`src/sv/ihr_pkg.sv`:
```
// ----------------------------------------------------------------------------
// IPv4 header rewriter package
// Shared types, codes and the incremental checksum helper.
// ----------------------------------------------------------------------------
package ihr_pkg;

  localparam int unsigned IP_HEADER_OFFSET_DEF = 14;
  localparam int unsigned QUEUE_DEPTH_DEF      = 4;

  localparam logic [7:0]  NEW_TTL_RESET = 8'd64;
  localparam int unsigned CFG_IDX_W     = 3;
  localparam int unsigned CFG_DATA_W    = 16;

  typedef enum logic [1:0] {
    MODE_OFF  = 2'd0,
    MODE_TTL  = 2'd1,
    MODE_DSCP = 2'd2,
    MODE_PORT = 2'd3
  } mode_e;

  typedef enum logic [CFG_IDX_W-1:0] {
    CFG_MODE        = 3'd0,
    CFG_NEW_TTL     = 3'd1,
    CFG_NEW_DSCP    = 3'd2,
    CFG_MATCH_PORT  = 3'd3,
    CFG_TARGET_PORT = 3'd4
  } cfg_idx_e;

  // Pending action of the current frame.
  typedef enum logic [1:0] {
    ACT_NONE = 2'd0,
    ACT_DST  = 2'd1,
    ACT_SRC  = 2'd2,
    ACT_IP   = 2'd3
  } act_e;

  typedef struct packed {
    mode_e       mode;
    logic [7:0]  new_ttl;
    logic [5:0]  new_dscp;
    logic [15:0] match_port;
    logic [15:0] target_port;
  } cfg_t;

  typedef struct packed {
    logic [7:0] in_byte;
    logic       in_last;
  } in_item_t;

  typedef struct packed {
    logic [7:0]  out_byte;
    logic        out_last;
    logic [31:0] rewrite_total;
  } out_item_t;

  // One group of one to four result bytes caused by a single request.
  typedef struct packed {
    logic [3:0][7:0] bytes;
    logic [1:0]      n_m1;
    logic            last;
    logic [31:0]     total;
  } group_t;

  // Ones-complement checksum update: ~(~HC + ~m + m').
  function automatic logic [15:0] csum_patch(input logic [15:0] hc,
                                             input logic [15:0] old_w,
                                             input logic [15:0] new_w);
    logic [17:0] s0;
    logic [16:0] s1;
    logic [16:0] s2;
    s0 = {2'b00, ~hc} + {2'b00, ~old_w} + {2'b00, new_w};
    s1 = {1'b0, s0[15:0]} + {15'd0, s0[17:16]};
    s2 = {1'b0, s1[15:0]} + {16'd0, s1[16]};
    return ~s2[15:0];
  endfunction

endpackage

```
`src/sv/ipv4_header_rewriter.sv`:
```
// ----------------------------------------------------------------------------
// IPv4 header rewriter: TTL, DSCP and TCP port rewrite with checksum patch
// Path: a pass-through byte is stored in the group queue, then in the back end's current group.
// Throughput: one byte per cycle in unless full, out if popped, held port and checksum bytes too.
// Reset: all control state, the rewrite count and queue pointers clear; data storage has no reset.
// ----------------------------------------------------------------------------
module ipv4_header_rewriter #(
  parameter int unsigned IP_HEADER_OFFSET = ihr_pkg::IP_HEADER_OFFSET_DEF,
  parameter int unsigned QUEUE_DEPTH      = ihr_pkg::QUEUE_DEPTH_DEF
) (
  input  logic                             clk_i,
  input  logic                             rst_ni,
  // Configuration write port.
  input  logic                             cfg_we_i,
  input  logic [ihr_pkg::CFG_IDX_W-1:0]    cfg_idx_i,
  input  logic [ihr_pkg::CFG_DATA_W-1:0]   cfg_wdata_i,
  // Input side, seen as the write side of a queue.
  input  logic                             push,
  output logic                             full,
  input  ihr_pkg::in_item_t                in_item_i,
  // Result side, seen as the read side of a queue.
  output logic                             empty,
  input  logic                             pop,
  output ihr_pkg::out_item_t               out_item_o
);

  // The front end parses every accepted byte in the cycle of its request and
  // turns it into a group of zero to four result bytes. Port bytes of a TCP
  // header are held inside the front end until all four are seen, and a
  // checksum high byte that needs a patch is held until its low byte arrives,
  // so a single request may release up to four bytes at once. Those groups go
  // through a short queue to the back end, which hands them out one byte per
  // pop. Since held bytes are balanced by requests that produced nothing, the
  // back end keeps up with one request per cycle on average and the queue
  // absorbs the bursts.

  ihr_pkg::cfg_t   cfg_q;
  logic            accept;
  logic            grp_valid;
  ihr_pkg::group_t grp;
  logic            q_valid;
  logic            q_pop;
  ihr_pkg::group_t q_data;

  // Configuration registers; indices beyond the list are ignored.
  always_ff @(posedge clk_i or negedge rst_ni) begin
    if (!rst_ni) begin
      cfg_q.mode        <= ihr_pkg::MODE_OFF;
      cfg_q.new_ttl     <= ihr_pkg::NEW_TTL_RESET;
      cfg_q.new_dscp    <= '0;
      cfg_q.match_port  <= '0;
      cfg_q.target_port <= '0;
    end else if (cfg_we_i) begin
      case (ihr_pkg::cfg_idx_e'(cfg_idx_i))
        ihr_pkg::CFG_MODE:        cfg_q.mode        <= ihr_pkg::mode_e'(cfg_wdata_i[1:0]);
        ihr_pkg::CFG_NEW_TTL:     cfg_q.new_ttl     <= cfg_wdata_i[7:0];
        ihr_pkg::CFG_NEW_DSCP:    cfg_q.new_dscp    <= cfg_wdata_i[5:0];
        ihr_pkg::CFG_MATCH_PORT:  cfg_q.match_port  <= cfg_wdata_i[15:0];
        ihr_pkg::CFG_TARGET_PORT: cfg_q.target_port <= cfg_wdata_i[15:0];
        default: begin
        end
      endcase
    end
  end

  // A request is taken whenever the queue has room for the group it may make.
  assign accept = push && !full;

  ihr_front #(
    .IP_HEADER_OFFSET(IP_HEADER_OFFSET)
  ) u_front (
    .clk_i       (clk_i),
    .rst_ni      (rst_ni),
    .accept_i    (accept),
    .item_i      (in_item_i),
    .cfg_i       (cfg_q),
    .grp_valid_o (grp_valid),
    .grp_o       (grp)
  );

  ihr_queue #(
    .DEPTH(QUEUE_DEPTH)
  ) u_queue (
    .clk_i   (clk_i),
    .rst_ni  (rst_ni),
    .push_i  (grp_valid),
    .data_i  (grp),
    .full_o  (full),
    .pop_i   (q_pop),
    .valid_o (q_valid),
    .data_o  (q_data)
  );

  // The back end holds the group being played out, so a finished result can
  // wait for its pop while the front end keeps taking requests.
  ihr_back u_back (
    .clk_i     (clk_i),
    .rst_ni    (rst_ni),
    .q_valid_i (q_valid),
    .q_data_i  (q_data),
    .q_pop_o   (q_pop),
    .pop_i     (pop),
    .empty_o   (empty),
    .item_o    (out_item_o)
  );

endmodule

```
`src/sv/ihr_front.sv`:
```
// ----------------------------------------------------------------------------
// IPv4 header rewriter front end
// Parses each accepted byte, applies the rewrite and emits a result group unless it holds the byte.
// ----------------------------------------------------------------------------
module ihr_front #(
  parameter int unsigned IP_HEADER_OFFSET = ihr_pkg::IP_HEADER_OFFSET_DEF
) (
  input  logic              clk_i,
  input  logic              rst_ni,
  input  logic              accept_i,
  input  ihr_pkg::in_item_t item_i,
  input  ihr_pkg::cfg_t     cfg_i,
  output logic              grp_valid_o,
  output ihr_pkg::group_t   grp_o
);

  localparam bit          HAS_ETYPE = (IP_HEADER_OFFSET >= 2);
  localparam logic [15:0] OFF       = 16'(IP_HEADER_OFFSET);
  localparam logic [15:0] ETYPE_HI_POS = HAS_ETYPE ? 16'(int'(IP_HEADER_OFFSET) - 2) : 16'd0;
  localparam logic [15:0] ETYPE_LO_POS = HAS_ETYPE ? 16'(int'(IP_HEADER_OFFSET) - 1) : 16'd0;
  localparam logic [15:0] POS_TOS    = OFF + 16'd1;
  localparam logic [15:0] POS_TTL    = OFF + 16'd8;
  localparam logic [15:0] POS_PROTO  = OFF + 16'd9;
  localparam logic [15:0] POS_CSUM_H = OFF + 16'd10;
  localparam logic [15:0] POS_CSUM_L = OFF + 16'd11;
  localparam logic [15:0] TCP_CSUM_H = 16'd16;
  localparam logic [15:0] TCP_CSUM_L = 16'd17;
  localparam logic [7:0]  ETYPE_HI   = 8'h08;
  localparam logic [7:0]  ETYPE_LO   = 8'h00;
  localparam logic [3:0]  IP_V4      = 4'd4;
  localparam logic [3:0]  IHL_MIN    = 4'd5;
  localparam logic [7:0]  PROTO_TCP  = 8'd6;

  logic [15:0]        pos_q, pos_d;
  logic               ipv4_q, ipv4_d;
  logic [7:0]         vih_q, vih_d;
  logic [7:0]         tos_q, tos_d;
  logic [7:0]         ttl_q, ttl_d;
  logic [7:0]         prot_q, prot_d;
  logic [7:0]         chk_q, chk_d;
  logic [3:0][7:0]    buf_q, buf_d;
  logic [2:0]         hc_q, hc_d;
  ihr_pkg::act_e      act_q, act_d;
  logic [31:0]        cnt_q, cnt_d;
  logic [15:0]        oldw_q, oldw_d;
  logic [15:0]        neww_q, neww_d;
  logic [7:0]         ipnew_q, ipnew_d;
  logic               is_ttl_q, is_ttl_d;

  logic [7:0]  b;
  logic        last;
  logic        done;
  logic        emit;
  logic [7:0]  outb;
  logic [7:0]  new_tos;
  logic [15:0] ow, nw, nc;
  logic [15:0] tcp_pos;
  logic [2:0]  hcn;
  logic [15:0] sp, dp;
  logic        port_act;

  assign b    = item_i.in_byte;
  assign last = item_i.in_last;

  always_comb begin
    pos_d    = pos_q;
    ipv4_d   = ipv4_q;
    vih_d    = vih_q;
    tos_d    = tos_q;
    ttl_d    = ttl_q;
    prot_d   = prot_q;
    chk_d    = chk_q;
    buf_d    = buf_q;
    hc_d     = hc_q;
    act_d    = act_q;
    cnt_d    = cnt_q;
    oldw_d   = oldw_q;
    neww_d   = neww_q;
    ipnew_d  = ipnew_q;
    is_ttl_d = is_ttl_q;
    done     = 1'b0;
    emit     = 1'b0;
    outb     = b;
    new_tos  = {cfg_i.new_dscp, b[1:0]};
    ow       = '0;
    nw       = '0;
    nc       = '0;
    hcn      = '0;
    sp       = '0;
    dp       = '0;
    port_act = 1'b0;
    tcp_pos  = '0;
    grp_o    = '0;

    // Frame start clears per-frame state.
    if (pos_q == 16'd0) begin
      ipv4_d = !HAS_ETYPE;
      vih_d  = '0;
      prot_d = '0;
      act_d  = ihr_pkg::ACT_NONE;
      hc_d   = '0;
    end
    if (HAS_ETYPE && pos_q == ETYPE_HI_POS) begin
      ipv4_d = (b == ETYPE_HI);
    end
    if (HAS_ETYPE && pos_q == ETYPE_LO_POS) begin
      ipv4_d = ipv4_d && (b == ETYPE_LO);
    end
    if (pos_q == OFF) begin
      vih_d  = b;
      ipv4_d = ipv4_d && (b[7:4] == IP_V4);
    end

    if (ipv4_d && pos_q > OFF) begin
      if (pos_q == POS_TOS) begin
        tos_d = b;
        if (cfg_i.mode == ihr_pkg::MODE_DSCP && act_d == ihr_pkg::ACT_NONE &&
            new_tos != b) begin
          outb     = new_tos;
          ipnew_d  = new_tos;
          is_ttl_d = 1'b0;
          act_d    = ihr_pkg::ACT_IP;
          cnt_d    = cnt_d + 32'd1;
        end
      end else if (pos_q == POS_TTL) begin
        ttl_d = b;
        if (cfg_i.mode == ihr_pkg::MODE_TTL && act_d == ihr_pkg::ACT_NONE &&
            b != cfg_i.new_ttl) begin
          outb     = cfg_i.new_ttl;
          ipnew_d  = cfg_i.new_ttl;
          is_ttl_d = 1'b1;
          act_d    = ihr_pkg::ACT_IP;
          cnt_d    = cnt_d + 32'd1;
        end
      end else if (pos_q == POS_PROTO) begin
        prot_d = b;
      end else if (pos_q == POS_CSUM_H) begin
        if (act_d == ihr_pkg::ACT_IP && !last) begin
          chk_d = b;
          hc_d  = 3'd1;
          done  = 1'b1;
        end
      end else if (pos_q == POS_CSUM_L) begin
        if (act_d == ihr_pkg::ACT_IP && hc_d == 3'd1) begin
          if (is_ttl_d) begin
            ow = {ttl_d, prot_d};
            nw = {ipnew_d, prot_d};
          end else begin
            ow = {vih_d, tos_d};
            nw = {vih_d, ipnew_d};
          end
          nc    = ihr_pkg::csum_patch({chk_d, b}, ow, nw);
          hc_d  = '0;
          act_d = ihr_pkg::ACT_NONE;
          grp_o.bytes[0] = nc[15:8];
          grp_o.bytes[1] = nc[7:0];
          grp_o.n_m1     = 2'd1;
          emit = 1'b1;
          done = 1'b1;
        end
      end
    end

    tcp_pos  = OFF + {10'd0, vih_d[3:0], 2'b00};
    port_act = (act_d == ihr_pkg::ACT_DST) || (act_d == ihr_pkg::ACT_SRC);
    if (!done && ipv4_d && vih_d[3:0] >= IHL_MIN && prot_d == PROTO_TCP &&
        pos_q > POS_CSUM_L) begin
      if (pos_q >= tcp_pos && pos_q <= tcp_pos + 16'd3 &&
          (hc_d != 3'd0 || (pos_q == tcp_pos && cfg_i.mode == ihr_pkg::MODE_PORT &&
                            act_d == ihr_pkg::ACT_NONE))) begin
        // Hold the four port bytes until the decision can be made.
        buf_d[hc_d[1:0]] = b;
        hcn = hc_d + 3'd1;
        grp_o.n_m1 = hc_d[1:0];
        if (hcn >= 3'd4) begin
          sp = {buf_d[0], buf_d[1]};
          dp = {buf_d[2], buf_d[3]};
          if (dp == cfg_i.match_port) begin
            oldw_d   = dp;
            neww_d   = cfg_i.target_port;
            buf_d[2] = cfg_i.target_port[15:8];
            buf_d[3] = cfg_i.target_port[7:0];
            act_d    = ihr_pkg::ACT_DST;
            cnt_d    = cnt_d + 32'd1;
          end else if (sp == cfg_i.target_port) begin
            oldw_d   = sp;
            neww_d   = cfg_i.match_port;
            buf_d[0] = cfg_i.match_port[15:8];
            buf_d[1] = cfg_i.match_port[7:0];
            act_d    = ihr_pkg::ACT_SRC;
            cnt_d    = cnt_d + 32'd1;
          end
          hc_d = '0;
          emit = 1'b1;
        end else if (last) begin
          // Truncated mid-port: release what was held, unpatched.
          hc_d = '0;
          emit = 1'b1;
        end else begin
          hc_d = hcn;
        end
        grp_o.bytes = buf_d;
        done = 1'b1;
      end else if (pos_q == tcp_pos + TCP_CSUM_H && port_act && !last) begin
        chk_d = b;
        hc_d  = 3'd1;
        done  = 1'b1;
      end else if (pos_q == tcp_pos + TCP_CSUM_L && port_act && hc_d == 3'd1) begin
        nc    = ihr_pkg::csum_patch({chk_d, b}, oldw_d, neww_d);
        hc_d  = '0;
        act_d = ihr_pkg::ACT_NONE;
        grp_o.bytes[0] = nc[15:8];
        grp_o.bytes[1] = nc[7:0];
        grp_o.n_m1     = 2'd1;
        emit = 1'b1;
        done = 1'b1;
      end
    end

    if (!done) begin
      grp_o.bytes[0] = outb;
      grp_o.n_m1     = 2'd0;
      emit = 1'b1;
    end

    grp_o.last  = last;
    grp_o.total = cnt_d;

    if (last) begin
      pos_d = '0;
    end else if (pos_q != 16'hffff) begin
      pos_d = pos_q + 16'd1;
    end
  end

  assign grp_valid_o = accept_i && emit;

  always_ff @(posedge clk_i or negedge rst_ni) begin
    if (!rst_ni) begin
      pos_q    <= '0;
      ipv4_q   <= 1'b0;
      vih_q    <= '0;
      tos_q    <= '0;
      ttl_q    <= '0;
      prot_q   <= '0;
      chk_q    <= '0;
      hc_q     <= '0;
      act_q    <= ihr_pkg::ACT_NONE;
      cnt_q    <= '0;
      oldw_q   <= '0;
      neww_q   <= '0;
      ipnew_q  <= '0;
      is_ttl_q <= 1'b0;
    end else if (accept_i) begin
      pos_q    <= pos_d;
      ipv4_q   <= ipv4_d;
      vih_q    <= vih_d;
      tos_q    <= tos_d;
      ttl_q    <= ttl_d;
      prot_q   <= prot_d;
      chk_q    <= chk_d;
      hc_q     <= hc_d;
      act_q    <= act_d;
      cnt_q    <= cnt_d;
      oldw_q   <= oldw_d;
      neww_q   <= neww_d;
      ipnew_q  <= ipnew_d;
      is_ttl_q <= is_ttl_d;
    end
  end

  always_ff @(posedge clk_i) begin
    if (accept_i) begin
      buf_q <= buf_d;
    end
  end

  // No more than three bytes are ever held between requests.
  a_hold_bound: assert property (@(posedge clk_i) disable iff (!rst_ni)
    hc_q <= 3'd3)
    else $error("front holds more than three bytes");

endmodule

```
`src/sv/ihr_queue.sv`:
```
// ----------------------------------------------------------------------------
// IPv4 header rewriter group queue
// Short queue of result groups between the front and back ends.
// ----------------------------------------------------------------------------
module ihr_queue #(
  parameter int unsigned DEPTH = ihr_pkg::QUEUE_DEPTH_DEF
) (
  input  logic            clk_i,
  input  logic            rst_ni,
  input  logic            push_i,
  input  ihr_pkg::group_t data_i,
  output logic            full_o,
  input  logic            pop_i,
  output logic            valid_o,
  output ihr_pkg::group_t data_o
);

  localparam int unsigned PW = (DEPTH > 1) ? $clog2(DEPTH) : 1;
  localparam int unsigned CW = $clog2(DEPTH + 1);

  ihr_pkg::group_t mem_q [DEPTH];
  logic [PW-1:0]   wr_ptr_q, rd_ptr_q;
  logic [CW-1:0]   cnt_q;
  logic            do_push, do_pop;

  assign full_o  = (cnt_q == CW'(DEPTH));
  assign valid_o = (cnt_q != '0);
  assign data_o  = mem_q[rd_ptr_q];
  assign do_push = push_i && !full_o;
  assign do_pop  = pop_i && valid_o;

  always_ff @(posedge clk_i) begin
    if (do_push) begin
      mem_q[wr_ptr_q] <= data_i;
    end
  end

  always_ff @(posedge clk_i or negedge rst_ni) begin
    if (!rst_ni) begin
      wr_ptr_q <= '0;
      rd_ptr_q <= '0;
      cnt_q    <= '0;
    end else begin
      if (do_push) begin
        wr_ptr_q <= (wr_ptr_q == PW'(DEPTH - 1)) ? '0 : wr_ptr_q + 1'b1;
      end
      if (do_pop) begin
        rd_ptr_q <= (rd_ptr_q == PW'(DEPTH - 1)) ? '0 : rd_ptr_q + 1'b1;
      end
      if (do_push && !do_pop) begin
        cnt_q <= cnt_q + 1'b1;
      end else if (do_pop && !do_push) begin
        cnt_q <= cnt_q - 1'b1;
      end
    end
  end

  a_cnt_bound: assert property (@(posedge clk_i) disable iff (!rst_ni)
    cnt_q <= CW'(DEPTH))
    else $error("group queue count exceeds its depth");

endmodule

```
`src/sv/ihr_back.sv`:
```
// ----------------------------------------------------------------------------
// IPv4 header rewriter back end
// Plays each result group out one byte per request on the result side.
// ----------------------------------------------------------------------------
module ihr_back (
  input  logic               clk_i,
  input  logic               rst_ni,
  input  logic               q_valid_i,
  input  ihr_pkg::group_t    q_data_i,
  output logic               q_pop_o,
  input  logic               pop_i,
  output logic               empty_o,
  output ihr_pkg::out_item_t item_o
);

  ihr_pkg::group_t cur_q;
  logic            cur_valid_q;
  logic [1:0]      idx_q;
  logic            at_end;
  logic            take;

  assign at_end  = (idx_q == cur_q.n_m1);
  assign take    = cur_valid_q && pop_i;
  assign q_pop_o = q_valid_i && (!cur_valid_q || (take && at_end));
  assign empty_o = !cur_valid_q;

  assign item_o.out_byte      = cur_q.bytes[idx_q];
  assign item_o.out_last      = cur_q.last && at_end;
  assign item_o.rewrite_total = cur_q.total;

  always_ff @(posedge clk_i or negedge rst_ni) begin
    if (!rst_ni) begin
      cur_valid_q <= 1'b0;
      idx_q       <= '0;
    end else if (q_pop_o) begin
      cur_valid_q <= 1'b1;
      idx_q       <= '0;
    end else if (take) begin
      if (at_end) begin
        cur_valid_q <= 1'b0;
        idx_q       <= '0;
      end else begin
        idx_q <= idx_q + 2'd1;
      end
    end
  end

  always_ff @(posedge clk_i) begin
    if (q_pop_o) begin
      cur_q <= q_data_i;
    end
  end

  a_idx_bound: assert property (@(posedge clk_i) disable iff (!rst_ni)
    cur_valid_q |-> (idx_q <= cur_q.n_m1))
    else $error("back end index runs past its group");

endmodule
```
`config.mk`:
```
export PLATFORM = sky130hd
export DESIGN_NAME = ipv4_header_rewriter
export DESIGN_NICKNAME = d
export VERILOG_FILES = /design/src/sv/ihr_pkg.sv /design/src/sv/ipv4_header_rewriter.sv /design/src/sv/ihr_front.sv /design/src/sv/ihr_queue.sv /design/src/sv/ihr_back.sv
export SDC_FILE = /design/constraint.sdc
export NUM_CORES = 1
export LEC_CHECK = 0
export BUFFER_PORTS_ARGS = -buffer_cell sky130_fd_sc_hd__buf_2
export CAP_MARGIN = 20
export CELL_PAD_IN_SITES_DETAIL_PLACEMENT = 0
export CELL_PAD_IN_SITES_GLOBAL_PLACEMENT = 1
export CORE_AREA = 2 2 298 300
export DETAILED_ROUTE_END_ITERATION = 10
export DIE_AREA = 0 0 300 302
export PLACE_DENSITY = 0.53
export SYNTH_ARGS = -nofsm -noshare
export SYNTH_HDL_FRONTEND = slang
export SYNTH_HIERARCHICAL = 1
export SYNTH_SLANG_ARGS = --single-unit
export TNS_END_PERCENT = 30
```
`constraint.sdc`:
```
create_clock -name clk_i -period 12.2 [get_ports clk_i]
set_input_delay 1.22 -clock clk_i [delete_from_list [all_inputs] [get_ports clk_i]]
set_output_delay 1.22 -clock clk_i [all_outputs]
set_load 0.005 [all_outputs]
```
==> results.toml, run 1 <==
[drt]
viasPerCell = 5.46
num_vias = 20300
drt_iter0_markers = 1675
wl_microns = 92500
drc = 0
first_pass_iters = 5
wl_per_cell_microns = 24.9
drtAntennaViolNets = 0

[sta]
worst_slew_pin_slew_ps = 1220
fin_crit_sh = 0.798
slew_headroom = 0.181
finalSetupViolCount = 0
min_period_ps = 9740
slew_violations = 0
hold_viol = 0
fin_worst_skew_ps = 50.4
max_freq_mhz = 103
rsz0062_at_grt = "false"
fin_setup_tns_ps = 0

[critical_path]
crit_start = "u_front/pos_q[1]"
worstSetupEndpointType = "register"
reg2reg_depth = 31
r2r-start = "u_front/pos_q[1]"
cpMostUsedCell = "ha_1"
worst-endpoint-required_ps = 12470
crit_slowest_cell = "nand4_1"
critPathMaxStageDelay_ps = 820
crit_type = "reg2reg"
crit_fanout = 13
worst_setup_path_start_kind = "register"
worstPathArrival_ps = 10010

[logic_synthesis]
ys_seq_area_frac = 0.521
synth-compound-area-share = 0.0978
synthCells = 2448
synthTopCellsByArea = "edfxtp_1, dfrtp_1, mux4_2, mux2_2, xnor2_1"
synth_cell_type_count = 112
synthXorXnorAreaFrac = 0.0564
ys.flop_type = "edfxtp_1"
ys_warn_count = 6
syn_area_sq_um = 30400
yosys.cell_count.top_type = "edfxtp_1"
yosys.area.top_type = "edfxtp_1"
synth_top_cell_area_share = 0.362
synth_simple_gate_area_frac = 0.114
synth_fa_ha_area_frac = 0.0539
synth.area.mux_share = 0.117
yosys_register_bits = 560
synth_common_cells = "edfxtp_1, dfrtp_1, nand2_1, nor2_1, xnor2_1"
synth_top_family_by_area = "multiplexers"
synth_edf_count = 367
synth.avg_cell_area_sq_um = 12.4
synth_nets = 2590
ys_async_sr_fraction = 0.345

[clock_tree]
clkSinkCount = 560
cts_buffers = 68
ctsHtreeMaxLevel = 3
clockBufferDepth = 3
clk_transition_reported_paths_ps = 70
cts_tree = "yes"
post_cts_resized = 0
clkLatencyLatePin_ps = 640
cts_setup_buffers = 0
hold_buffers = 0
root_buffer = "clkbuf_16"

[pwr]
p_leak_nw = 12.9
power_density_nw_per_um2 = 201
total_power_mw = 6.83
ir_worst_vdd_mv = 0.122

[placed_design]
dp_hpwl_microns = 66500
port_buffers = 75
finalWeightedCongestion = 0.915
placed_area_sq_um = 31800

[hold_path]
holdCritPathClass = "reg2reg"
holdPathStages = 2
hold_start = "u_front/neww_q[7]"

[global_routing]
grt_pass1_wl_microns = 136000
antenna_found_initial = 6
grt_usage = 0.204
grt_pass1_vias = 20400
overflow = 0
grt_max_degree = 76

[die]
fp-row-count = 109
ioPinCount = 76
fp.dieH_microns = 302
die_area_sq_um = 90600
die-width_microns = 300
start_util = 0.348
core-area_sq_um = 87600

[outcome]
status = "finished clean"

[layout]
drive_gt1_frac = 0.189
syn2layout_area_growth_pct = 11.8
nNetsFinal = 2628
fin_area_sq_um = 34100
nFillCells = 8453

[job]
maxCapViolCount = 0
[registers in the layout, indices dropped and copies added (netlist names), 16 cells and up]
name	flops
u_front/cnt_q	32
u_front/buf_q	32
u_front/neww_q	16
u_back/cur_q	35
u_front/oldw_q	16
u_front/pos_q	16
u_queue/mem_q	268
u_back/item_o	32
cfg_q	48
[logic make-up after synthesis]
group,Yosys count
flops,560
compound gates,430
buf+inv,255
mux,245
simple gates,657
fa+ha+maj,109
xor+xnor,192
[layout make-up]
| type | count | area (sq um) | share of cell area |
|---|---|---|---|
| Timing Repair Buffer | 115 | 714 | 0.0210 |
| Tap cell | 1165 | 1460 | 0.0428 |
| Inverter | 108 | 405 | 0.0119 |
| Antenna cell | 4 | 10.0 | 0.000294 |
| Clock inverter | 22 | 238 | 0.00698 |
| Clock buffer | 104 | 1910 | 0.0560 |
| Sequential cell | 560 | 15900 | 0.466 |
| Multi-Input combinational cell | 1633 | 13500 | 0.395 |
[layout by cell type (no fill, tap or decap), drive strengths merged, types with 24 or more instances in the layout]
| cell | netlist | final |
|---|---|---|
| nor2 | 152 | 152 |
| a21oi | 81 | 81 |
| nand3 | 57 | 57 |
| buf | 68 | 114 |
| nor4 | 31 | 31 |
| ha | 72 | 72 |
| o21ai | 124 | 124 |
| fa | 37 | 37 |
| clkbuf | 79 | 105 |
| nand4 | 37 | 37 |
| and2 | 27 | 27 |
| a31oi | 24 | 24 |
| nand2 | 172 | 172 |
| mux4 | 75 | 75 |
| xor2 | 67 | 67 |
| xnor2 | 123 | 123 |
| inv | 108 | 112 |
| nor3 | 39 | 39 |
| mux2 | 116 | 116 |
| dfrtp | 192 | 192 |
| edfxtp | 367 | 367 |
| mux2i | 54 | 54 |
[metrics by stage]
stage	setup WS [ps]	hold slack, ps	util	cells
6_report	2460	479	0.389	3711
5_1_grt	1570	494	0.389	3707
4_1_cts	2260	478	0.388	3704
3_5_place_dp	1650	466	0.364	3578
3_3_place_gp	1980	461	0.364	3578
2_1_floorplan	3060	439	-	2448
[routing by layer]
| metal | GRT usage | wire length, microns |
|---|---|---|
| met2 | 0.295 | 39200 |
| met4 | 0.0721 | 2850 |
| met3 | 0.0486 | 6140 |
| met1 | 0.299 | 44300 |
| met5 | 0 | 20 |
[report_power, final]
part | internal, mW | switching (mW)
clock network | 1.13 | 0.821
registers | 2.46 | 0.206
logic | 0.884 | 1.32
[final timing paths]
check / end / slack, ps
worst max-delay path: u_queue/mem_q[2][40] / 2460
max in group asynchronous: u_front/cnt_q[29] / 9920
worst max register to register: u_queue/mem_q[2][40] / 2460
worst min-delay path: u_front/neww_q[7] / 480
min in group asynchronous: u_front/neww_q[5] / 620
worst min register to register: u_front/neww_q[7] / 480
[critical path, delay by kind of cell (launching register included)]
| family | cells | cell delay, ps |
|---|---|---|
| adder cells (fa/ha/maj) | 6 | 1810 |
| AO/OA/AOI/OAI | 8 | 2210 |
| buffers and inverters | 1 | 170 |
| flip-flops | 1 | 460 |
| AND/OR/NAND/NOR | 14 | 4320 |
| XOR/XNOR | 2 | 380 |
(Power assumes the default switching activity.)
==> inputs of run 2 (changes only) <==
- clock period: 12.2 -> 10.1 ns (I/O delays scaled with it)
==> run 2 against run 1 <==
Compared with the run above: critical path depth is 3 higher; count of clock-buffer cells in the layout fell by 11; clock skew fell by 19 ps; critical endpoint is now u_queue/mem_q[1][41]; flip-flop and latch count unchanged; largest power group unchanged.
==> results.toml, run 2 (synthesis gave the netlist of run 1 again) <==
[outcome]
status = "finished clean"

[placed_design]
dp_hpwl_microns = 67000
port_buffers = 75
finalWeightedCongestion = 0.882
dp_cells = 3589

[critical_path]
cpMostUsedCell = "ha_1"
r2r-end = "u_queue/mem_q[1][41]"
crit_slowest_cell = "nor4_1"
worstPathArrival_ps = 9600
crit_type = "reg2reg"
worstSetupEndpointType = "register"
reg2reg_depth = 34
worst-endpoint-required_ps = 10380
crit_fanout = 8
critPathMaxStageDelay_ps = 500
r2r-start = "u_front/pos_q[1]"
worst_setup_path_start_kind = "register"
r2r_setup_slack_ps = 790

[die]
core-area_sq_um = 87600
die-width_microns = 300
fp.dieH_microns = 302
die_area_sq_um = 90600
start_util = 0.348
fp-row-count = 109
ioPinCount = 76

[layout]
drive_gt1_frac = 0.192
regMostFlops = "u_queue/mem_q"
nFillCells = 8366
multi_input_area_sq_um = 13500
syn2layout_area_growth_pct = 12.2
nNetsFinal = 2638
top_regs = "u_queue/mem_q x268, cfg_q x48, u_back/cur_q x35"
layout_common_cells = "edfxtp_1, dfrtp_1, nand2_1"
layout_commonest_cell = "edfxtp_1"
regArea_sq_um = 15900
fin_cells = 3716
largest_reg_flops = 268

[clock_tree]
ctsHtreeMaxLevel = 3
root_buffer = "clkbuf_16"
cts_tree = "yes"
clkSinkCount = 560
cts_buffers = 67
clockBufferDepth = 3
clk_transition_reported_paths_ps = 60
hold_buffers = 0
clkLatencyLatePin_ps = 620

[drt]
wl_per_cell_microns = 24.8
drtAntennaViolNets = 0
wl_microns = 92200
drt_iter0_markers = 1795
viasPerCell = 5.44
num_vias = 20200
first_pass_iters = 8
drc = 0

[global_routing]
grt_pass1_vias = 20200
grt_usage = 0.204
overflow = 0
antenna_found_initial = 8
grt_pass1_wl_microns = 137000
grt_max_degree = 77

[hold_path]
holdCritPathClass = "reg2reg"
whs_endpoint = "u_front/oldw_q[11]"
hold_start = "u_front/oldw_q[11]"
holdPathStages = 2

[sta]
rsz0062_at_grt = "false"
slew_violations = 0
fin_worst_skew_ps = 31.5
fin_setup_tns_ps = 0
slew_headroom = 0.307
finalSetupViolCount = 0
max_freq_mhz = 107
min_period_ps = 9310
hold_viol = 0
worst_slew_pin_slew_ps = 1030
fin_crit_sh = 0.922

[job]
maxCapViolCount = 0

[pwr]
switching_share = 0.341
pwr-share-seq = 0.394
p_sw_mw = 2.82
p_int_mw = 5.45
p_clk_frac = 0.287
p_leak_nw = 13.0
power_density_nw_per_um2 = 242
combPwrFrac = 0.319
ir_worst_vdd_mv = 0.227
run 2: changes by cell type in the layout (fill, tap and decap cells not counted), sizes merged:
cell | previous run | this run
buf | 114 | 125
clkbuf | 105 | 94
clkinv | 14 | 20
bufinv | 2 | 5
diode | 4 | 1
clkinvlp | 2 | 0
inv | 112 | 113
run 2: area by class of cell:
cell class | count | area share
Antenna cell | 1 | 0.0000732
Clock buffer | 93 | 0.0525
Clock inverter | 30 | 0.0102
Inverter | 108 | 0.0119
Multi-Input combinational cell | 1633 | 0.394
Sequential cell | 560 | 0.464
Tap cell | 1165 | 0.0427
Timing Repair Buffer | 126 | 0.0243
run 2: layer usage:
layer  wire length [microns]  track usage  up-vias  part of all wire
met5                      12            0        -           0.00013
met4                    1910       0.0489        2             0.021
met3                    4520       0.0311      112             0.049
met2                   41000        0.313      534              0.44
met1                   44800        0.303    10400              0.49
li1                        -            -     9192                 -
run 2: power by group through the flow:
stage               clock network (mW)  logic (mW)  registers (mW)
floorplan                            0        1.93            3.16
global placement                     0        2.65            3.30
detailed placement                   0        2.65            3.31
CTS                               2.45        2.66            3.27
global route                      2.55        2.86            3.31
finish                            2.37        2.64            3.26
run 2: how the worst max path moves through the flow:
stage                          start                   end
CTS                 u_front/pos_q[1]  u_queue/mem_q[0][42]
floorplan               in_item_i[8]  u_queue/mem_q[0][42]
detailed placement      in_item_i[8]  u_queue/mem_q[1][40]
global placement        in_item_i[8]  u_queue/mem_q[0][40]
finish              u_front/pos_q[1]  u_queue/mem_q[1][41]
global route        u_front/pos_q[1]  u_queue/mem_q[3][41]
run 2: stage by stage:
stage / setup slack, ps / hold WS [ps] / area, sq um / total power, mW / utilization
after floorplan: 1170 / 439 / 30400 / 5.09 / -
after global placement: 669 / 462 / 32000 / 5.95 / 0.365
after detailed placement: 536 / 461 / 32000 / 5.96 / 0.365
after CTS: 673 / 472 / 34100 / 8.39 / 0.390
after global routing: 32.1 / 505 / 34200 / 8.73 / 0.390
final: 787 / 472 / 34200 / 8.27 / 0.390
run 2: timing repair:
action | 4_1_cts | 5_1_grt
endpoints found under the hold margin | 0 | 0
endpoints found under the setup margin | 0 | 16
setup buffers | 0 | 0
gates resized for setup | 0 | 2
run 2: worst max-delay path: cells and delay by family (launching register included):
kind            cells  cell delay (ps)
simple gates       13             3240
compound gates     11             2510
flops               1              450
xor+xnor            2              520
fa+ha+maj           6             1870
buf+inv             2              370
